==> src/design/hsvrgb_pkg.sv <==
// hsvrgb_pkg: constants and sextant codes for the fixed-point hsv to rgb converter
// no dependencies; used by hsv_to_rgb_fixed_top
`default_nettype none

package hsvrgb_pkg;

  localparam int unsigned CW = 16;  // channel width

  // divisor for hue * 65536 -> sextant and fraction (about 65536 / 6)
  localparam logic [13:0] SEXT_DIV = 14'd10923;
  // floor(2^32 / 10923); the estimate is exact or one short
  localparam logic [18:0] SEXT_RECIP = 19'd393204;
  localparam logic [31:0] ROUND_BIAS = 32'h0000_7FFF;
  localparam logic [16:0] UNITY = 17'h1_0000;

  typedef logic [2:0] sextant_t;

  localparam sextant_t SEXT_RED_YEL = 3'd0;
  localparam sextant_t SEXT_YEL_GRN = 3'd1;
  localparam sextant_t SEXT_GRN_CYN = 3'd2;
  localparam sextant_t SEXT_CYN_BLU = 3'd3;
  localparam sextant_t SEXT_BLU_MAG = 3'd4;
  localparam sextant_t SEXT_MAG_RED = 3'd5;

endpackage

`default_nettype wire

==> src/design/hsv_to_rgb_fixed_top.sv <==
// hsv_to_rgb_fixed_top: six-stage pipelined fixed-point hsv to rgb converter
// depends on hsvrgb_pkg for constants and sextant codes
// done is the start strobe carried through the stage valid bits v1 to v6
// throughput: one beat per clock; busy is held low and the pipe never stalls
// the sextant divide is a reciprocal multiply, a back-multiply and one correction step
// reset (rst, synchronous, active high) clears the stage valid bits; data is not reset
`default_nettype none

module hsv_to_rgb_fixed_top (
  input  wire logic        clk,
  input  wire logic        rst,
  input  wire logic        start,
  output logic             busy,
  input  wire logic [15:0] hue,
  input  wire logic [15:0] saturation,
  input  wire logic [15:0] brightness,
  output logic             done,
  output logic [15:0]      red,
  output logic [15:0]      green,
  output logic [15:0]      blue
);

  // stage valid bits
  logic v1, v2, v3, v4, v5, v6;

  // stage 1: quotient estimate and p
  logic [15:0] h1, s1, b1, p1;
  logic [18:0] e1;
  logic [34:0] est_prod;
  logic [32:0] p_prod;

  // stage 2: back-multiply
  logic [15:0] h2, s2, b2, p2;
  logic [18:0] e2;
  logic [31:0] ex2;
  logic [32:0] ex_prod;

  // stage 3: corrected sextant and fraction
  logic [15:0] s3, b3, p3, frac3;
  hsvrgb_pkg::sextant_t sext3;
  logic [31:0] rem;
  logic [18:0] quot;

  // stage 4: scaled saturation terms
  logic [15:0] b4, p4, sf4, sg4;
  hsvrgb_pkg::sextant_t sext4;
  logic [32:0] sf_prod, sg_prod;

  // stage 5: q and t
  logic [15:0] b5, p5, q5, t5;
  hsvrgb_pkg::sextant_t sext5;
  logic [32:0] q_prod, t_prod;

  // stage 6 routing
  logic [15:0] red_next, green_next, blue_next;

  logic accept;

  assign busy   = 1'b0;
  assign accept = start && !busy;

  assign est_prod = 35'(hue) * 35'(hsvrgb_pkg::SEXT_RECIP);
  assign p_prod   = 33'(brightness) * 33'(hsvrgb_pkg::UNITY - {1'b0, saturation});

  assign ex_prod = 33'(e1) * 33'(hsvrgb_pkg::SEXT_DIV);

  // remainder stays below twice the divisor, so one step fixes the estimate
  assign rem  = {h2, 16'h0000} - ex2;
  assign quot = (rem >= 32'(hsvrgb_pkg::SEXT_DIV)) ? (e2 + 19'd1) : e2;

  assign sf_prod = 33'(s3) * 33'(frac3) + 33'(hsvrgb_pkg::ROUND_BIAS);
  assign sg_prod = 33'(s3) * 33'(hsvrgb_pkg::UNITY - {1'b0, frac3})
                 + 33'(hsvrgb_pkg::ROUND_BIAS);

  assign q_prod = 33'(b4) * 33'(hsvrgb_pkg::UNITY - {1'b0, sf4}) + 33'(hsvrgb_pkg::ROUND_BIAS);
  assign t_prod = 33'(b4) * 33'(hsvrgb_pkg::UNITY - {1'b0, sg4}) + 33'(hsvrgb_pkg::ROUND_BIAS);

  always_comb begin
    case (sext5)
      hsvrgb_pkg::SEXT_YEL_GRN: begin
        red_next = q5; green_next = b5; blue_next = p5;
      end
      hsvrgb_pkg::SEXT_GRN_CYN: begin
        red_next = p5; green_next = b5; blue_next = t5;
      end
      hsvrgb_pkg::SEXT_CYN_BLU: begin
        red_next = p5; green_next = q5; blue_next = b5;
      end
      hsvrgb_pkg::SEXT_BLU_MAG: begin
        red_next = t5; green_next = p5; blue_next = b5;
      end
      hsvrgb_pkg::SEXT_MAG_RED: begin
        red_next = b5; green_next = p5; blue_next = q5;
      end
      default: begin
        red_next = b5; green_next = t5; blue_next = p5;
      end
    endcase
  end

  always_ff @(posedge clk) begin
    if (rst) begin
      v1 <= 1'b0;
      v2 <= 1'b0;
      v3 <= 1'b0;
      v4 <= 1'b0;
      v5 <= 1'b0;
      v6 <= 1'b0;
    end else begin
      v1 <= accept;
      v2 <= v1;
      v3 <= v2;
      v4 <= v3;
      v5 <= v4;
      v6 <= v5;
    end
  end

  always_ff @(posedge clk) begin
    h1 <= hue;
    s1 <= saturation;
    b1 <= brightness;
    e1 <= est_prod[34:16];
    p1 <= p_prod[31:16];

    h2  <= h1;
    s2  <= s1;
    b2  <= b1;
    p2  <= p1;
    e2  <= e1;
    ex2 <= ex_prod[31:0];

    s3    <= s2;
    b3    <= b2;
    p3    <= p2;
    sext3 <= quot[18:16];
    frac3 <= quot[15:0];

    b4    <= b3;
    p4    <= p3;
    sext4 <= sext3;
    sf4   <= sf_prod[31:16];
    sg4   <= sg_prod[31:16];

    b5    <= b4;
    p5    <= p4;
    sext5 <= sext4;
    q5    <= q_prod[31:16];
    t5    <= t_prod[31:16];

    red   <= red_next;
    green <= green_next;
    blue  <= blue_next;
  end

  assign done = v6;

  // every accepted beat comes out as a done strobe, and nothing else does
  a_latency : assert property (@(posedge clk) disable iff (rst)
    accept |-> ##6 done)
    else $error("accepted beat did not appear after six cycles");

  a_no_spurious : assert property (@(posedge clk) disable iff (rst)
    !accept |-> ##6 !done)
    else $error("result strobe without an accepted beat");

  // corrected quotient always lands in sextants zero to five
  a_sextant_range : assert property (@(posedge clk) disable iff (rst)
    v4 |-> (sext4 <= hsvrgb_pkg::SEXT_MAG_RED))
    else $error("sextant out of range after divide correction");

  // one channel carries the value and none exceeds it
  a_channel_bound : assert property (@(posedge clk) disable iff (rst)
    done |-> ((red == $past(brightness, 6) || green == $past(brightness, 6)
               || blue == $past(brightness, 6))
              && red <= $past(brightness, 6) && green <= $past(brightness, 6)
              && blue <= $past(brightness, 6)))
    else $error("channel routing does not match the value component");

endmodule

`default_nettype wire
==> config.mk <==
export PLATFORM = sky130hd
export DESIGN_NAME = hsv_to_rgb_fixed_top
export DESIGN_NICKNAME = d
export VERILOG_FILES = /design/src/design/hsvrgb_pkg.sv /design/src/design/hsv_to_rgb_fixed_top.sv
export SDC_FILE = /design/constraint.sdc
export NUM_CORES = 2
export LEC_CHECK = 0
export BUFFER_PORTS_ARGS = -buffer_cell sky130_fd_sc_hd__buf_4
export CAP_MARGIN = 20
export CORE_MARGIN = 1
export CORE_UTILIZATION = 43
export CTS_BUF_LIST = sky130_fd_sc_hd__clkbuf_8
export CTS_CLUSTER_SIZE = 25
export DETAILED_ROUTE_END_ITERATION = 16
export GPL_ROUTABILITY_DRIVEN = 0
export SETUP_SLACK_MARGIN = 0.4
export SLEW_MARGIN = 5
export SYNTH_ARGS = -nofsm -noshare
export SYNTH_HDL_FRONTEND = slang
export SYNTH_SLANG_ARGS = --single-unit
export TNS_END_PERCENT = 1
==> constraint.sdc <==
create_clock -name clk -period 15.6 [get_ports clk]
set_input_delay 0.78 -clock clk [delete_from_list [all_inputs] [get_ports clk]]
set_output_delay 0.78 -clock clk [all_outputs]
set_load 0.02 [all_outputs]
# After elaboration in Yosys (flattened, before gate mapping)
# Cells that the tools add are included.
dict set report classes {
  add_sub_neg 10
  n_lt_le_gt_ge 1
  mul 7
  eq_ne 5
  mux 4
  n_reduce_logical 4
}
# operator count
set ops {}
lappend ops {{$pmux W16 S3} 3}
lappend ops {{$add A32 B15 Y32 const B} 4}
lappend ops {{$mul A17 B18 Y32} 4}
lappend ops {{$sub A17 B16 Y18 const A} 4}
lappend ops {{$mul A16 B17 Y33 const B} 1}
lappend ops {{$ge A32 B14 Y1 const B} 1}
lappend ops {{$mul A16 B16 Y32} 1}
lappend ops {{$mul A19 B14 Y32 const B} 1}
lappend ops {{$sub A32 B32 Y32} 1}
lappend ops {{$add A19 B1 Y19 const B} 1}
lappend ops {{$mux W19} 1}
lappend ops {{$reduce_or A2 Y1} 4}
lappend ops {{$eq A3 B2 Y1 const B} 2}
lappend ops {{$eq A3 B3 Y1 const B} 2}
lappend ops {{$eq A3 B1 Y1 const B} 1}
dict set report totals {
  elab_cells 66
  in_bits 51
  output_inout_bits 50
  ff_bits 453
}

# Logic depth before layout (Yosys ltp)
dict set report depth {
  word_depth 3
  depth_mapped 34
  ltp_nobuf 31
}

# Worst setup path after synthesis
# No wires, ideal clock.
dict set report synth_path {
  path_type {input to register}
  from {input saturation[3]}
  to {register p1[15]}
  path_stages 26
  n_path_buf 1
  arrival_ps 7500
  path_slack_ps 8028
  path_cell_list {nor3_1 > nand2b_1 > nor4_1 > nand3b_1 > nor4_1 > clkbuf_1 > nand2_1 > fa_1 > fa_1 > inv_1 > fa_1 > fa_1 > fa_1 > inv_1 > fa_1 > inv_1 > ha_1 > a21o_1 > a21oi_1 > o21bai_1 > a2111o_1 > a21oi_1 > o31ai_1 > a31o_2 > a21oi_1 > xnor2_1}
}
dict set report synth_via {
  elab_chain_len 2
}
# element line_no
set synth_rtl {}
lappend synth_rtl {{start, declared} hsv_to_rgb_fixed_top.sv:15} ;# input wire logic [15:0] saturation,
lappend synth_rtl {{$sub A17 B16 Y18} hsv_to_rgb_fixed_top.sv:63} ;# assign p_prod = 33'(brightness) * 33'(hsvrgb_pkg::UNITY - {1'b0, saturation});
lappend synth_rtl {{$mul A17 B18 Y32} hsv_to_rgb_fixed_top.sv:63}
lappend synth_rtl {{named net p_prod[31]} hsv_to_rgb_fixed_top.sv:30} ;# logic [32:0] p_prod;
lappend synth_rtl {{end signal, assigned} hsv_to_rgb_fixed_top.sv:124} ;# p1 <= p_prod[31:16];
lappend synth_rtl {{end, declared} hsv_to_rgb_fixed_top.sv:27} ;# logic [15:0] h1, s1, b1, p1;
# The timed path passes the listed nets, and every way through them passes these cells.
# A chain may end at the register's enable or synchronous reset.

# Worst setup path after layout
dict set report layout_path {
  from {register sg4[0]}
  to {register t5[8]}
}
dict set report layout_via {
  elab_chain_len 3
}
# element line_no
set layout_rtl {}
lappend layout_rtl {{start, declared} hsv_to_rgb_fixed_top.sv:45} ;# logic [15:0] b4, p4, sf4, sg4;
lappend layout_rtl {{start signal, assigned} hsv_to_rgb_fixed_top.sv:143} ;# sg4 <= sg_prod[31:16];
lappend layout_rtl {{$sub A17 B16 Y18} hsv_to_rgb_fixed_top.sv:76} ;# assign t_prod = 33'(b4) * 33'(hsvrgb_pkg::UNITY - {1'b0, sg4}) + 33'(hsvrgb_pkg::ROUND_BIAS);
lappend layout_rtl {{$mul A17 B18 Y32} hsv_to_rgb_fixed_top.sv:76}
lappend layout_rtl {{$add A32 B15 Y32} hsv_to_rgb_fixed_top.sv:76}
lappend layout_rtl {{named net t_prod[24]} hsv_to_rgb_fixed_top.sv:52} ;# logic [32:0] q_prod, t_prod;
lappend layout_rtl {{end signal, assigned} hsv_to_rgb_fixed_top.sv:149} ;# t5 <= t_prod[31:16];
lappend layout_rtl {{end, declared} hsv_to_rgb_fixed_top.sv:50} ;# logic [15:0] b5, p5, q5, t5;
# The timed path passes the listed nets, and every way through them passes these cells.

==> metrics <==
status completed; Worst Tran Pin Value about 1100 ps; CP Launch Type flip-flop; crit path to t5[8]; initial antenna violation count 5; min Tclk post-route around 8000 ps; Final Setup Violations 0; Post-DRT Antenna Nets 0; Hold Crit Class input pin to flip-flop; Final Hold Vio Count 0; clock latency on the worst-skew pair roughly 770 ps; Vias 44,786; Primary FF master, synth dfxtp_1; yosys warns 0; register area share after synthesis approximately 14%; ratio of cells with drive above 1 in the final layout under 10%; RSZ-0062 raised after global routing false; CTS Buffer Depth 3; number of synthesized flops with an enable pin 0; Post-Synth XOR/XNOR Area about 2.7%; Post-Syn Area 65,430 um^2; CTS root buffer clkbuf_8; main combinational cell family by area after synthesis adder cells; initial core utilization a little over two fifths; post-route cell area around 71,000 um^2; post-synthesis mux area share less than 1%; commonest non-fill, non-tap cell in the layout inv_1; largest net degree at the start of global routing 36; Setup WS pre-CTS approximately 7400 ps; post-synthesis simple-gate area fraction between 10% and 20%; DRT met1 WL around 66,000 um; Num CTS Buffers a little under 80; met3 WL post-DR about 7600 um; first-pass GRT wire length 255,600 um; Syn Area/Cell around 9.5 um^2; post-synth top area cell fa_1; PostCTS Resize Cnt 0; crit path kind flip-flop to flip-flop; top flop regs ex2 (32), e1 (19), e2 (18); IO buf count between 90 and 100; critical path required time around 16,000 ps; Top Layer Used met4; most frequent cells in the layout 1,701 x inv_1, 1,267 x fa_1, 752 x ha_1; routed length on met2 between 70,000 and 80,000 um; Compound-Gate Fraction of Synth Area 4.800%; crit path max-delay cell type dfxtp_1; die area 153,700 um^2; post-synthesis register bit count ~450; area of the core about 150,000 um^2; wirelength, routed 154,400 um; post-cts hold buffer count 0; die width approximately 390 um; NumNets Final ~9,000; Max-Cap Viols 0; die height about 390 um; post-CTS setup buffers 0; Syn Inst Count 6,906; vias in the first global route slightly below 50,000; starting DRC count in detailed routing between 2,000 and 2,500; crit path DAT 8870 ps; Register-to-Register Path Depth 28; Post-route DRC 0; CTS tree done; r2r setup slk 7370 ps; Detail Placement HPWL 121,100 um; Util after Layout between 40% and 50%; share of the synthesized area in the top cell type 38.76%; post-synthesis adder-cell area fraction around 53%; reg-to-reg startpoint sg4[0]; maximum clock frequency between 0.1 and 0.15 GHz; R2R Path End t5[8]; period utilization between 50% and 60%; WL/cell roughly 17 um; row cnt about 140; Max Slew Vio Count 0; synth-to-layout area growth 7.823%; Most Frequent Cell on Critical Path fa_1; worst setup path start sg4[0]; Most flops, register ex2; Mapped Nets about 9,000; max reg flops 32; FFs w/ async S/R, synth 0%; CP peak stage delay 560 ps; GRT overflow 0; placed cell areas 68,660 um^2; Setup crit end kind flip-flop; count of different cell masters after synthesis 82; number of H-tree levels 3; router iterations before antenna repair 7; setup TNS 0 ps; final setup margin 7372 ps; Total GRT Usage approximately a fifth; main area contributors after synthesis fa_1 39%, ha_1 14%, dfxtp_1 14%; num ports around 100; Max FO, Critical Path 18; clock-pin slew on the worst setup and hold paths roughly 80 ps; Clock Skews about 45 ps; clk sinks roughly 450; vias per cell 4.968; Slew HR 24.42%
==> Yosys cell counts, drive strengths merged, types with 7 or more instances <==
cell / number
a21o: 48
nor2b: 25
nor3b: 7
clkbuf: 241
nor3: 51
o211ai: 9
nand3: 42
a21oi: 175
a31oi: 10
or3: 9
o21a: 20
o21bai: 13
or2: 11
a221o: 16
o31ai: 12
nor4: 18
and3: 31
dfxtp: 452
fa: 1267
nand3b: 7
a222oi: 16
ha: 752
xnor2: 135
nand4: 18
or4: 8
nand2: 679
a221oi: 20
inv: 1684
xor2: 70
o21ai: 55
nand2b: 15
buf: 10
nor2: 144
a211oi: 14
and2: 741
==> final cells by class <==
type / count / area, um^2
multi-input combinational: 4519 / 49290
clock inverter: 54 / 608.1
antenna: 2 / 5.005
sequential: 452 / 9056
fill: 14442 / 79940
tap: 2016 / 2522
inverter: 1684 / 6321
timing repair buffer: 195 / 1468
clock buffer: 93 / 1280
==> cells by family (layout without fill, tap and decap cells) <==
family / Yosys count / in the layout
muxes: 6 / 6
AOI/OAI and AO/OA: 467 / 467
and+or+nand+nor: 1821 / 1821
other: 1 / 3
xor gates and xnor gates: 205 / 205
DFF: 452 / 452
adders and majority gates: 2019 / 2019
buffers and inverters: 1935 / 2026
==> how the worst min path moves through the flow <==
stage                        start     end  slack, ps  depth (start not counted)
global route        saturation[12]  s1[12]         70                          1
finish              saturation[12]  s1[12]        130                          1
global placement            b2[14]  b3[14]        310                          0
floorplan                    b1[0]   b2[0]        310                          0
detailed placement           s2[5]   s3[5]        310                          0
CTS                 saturation[12]  s1[12]         20                          1
==> worst max-delay path, delay by kind of cell, from the launching register on <==
family	cells	cell delay, ps
compound gates	7	1680
buf+inv	5	400
simple gates	7	2030
flops	1	560
fa+ha+maj	7	3260
xor+xnor	2	200
==> metal layers <==
metal	up-vias	GRT usage, %
met1	22763	26.92
met2	1032	37.10
met3	247	2.598
li1	20744	-
met5	-	0
met4	0	6.143
==> stage by stage <==
step           std cells  hold slack, ps
5_1_grt             9014           74.47
2_1_floorplan       6906           309.6
3_3_place_gp        8865           309.6
3_5_place_dp        8866           312.0
6_report            9015           130.6
4_1_cts             9013           20.41
Power is not shown: default switching activity piles up to over one toggle a cycle in this logic, so the estimate is an artifact.
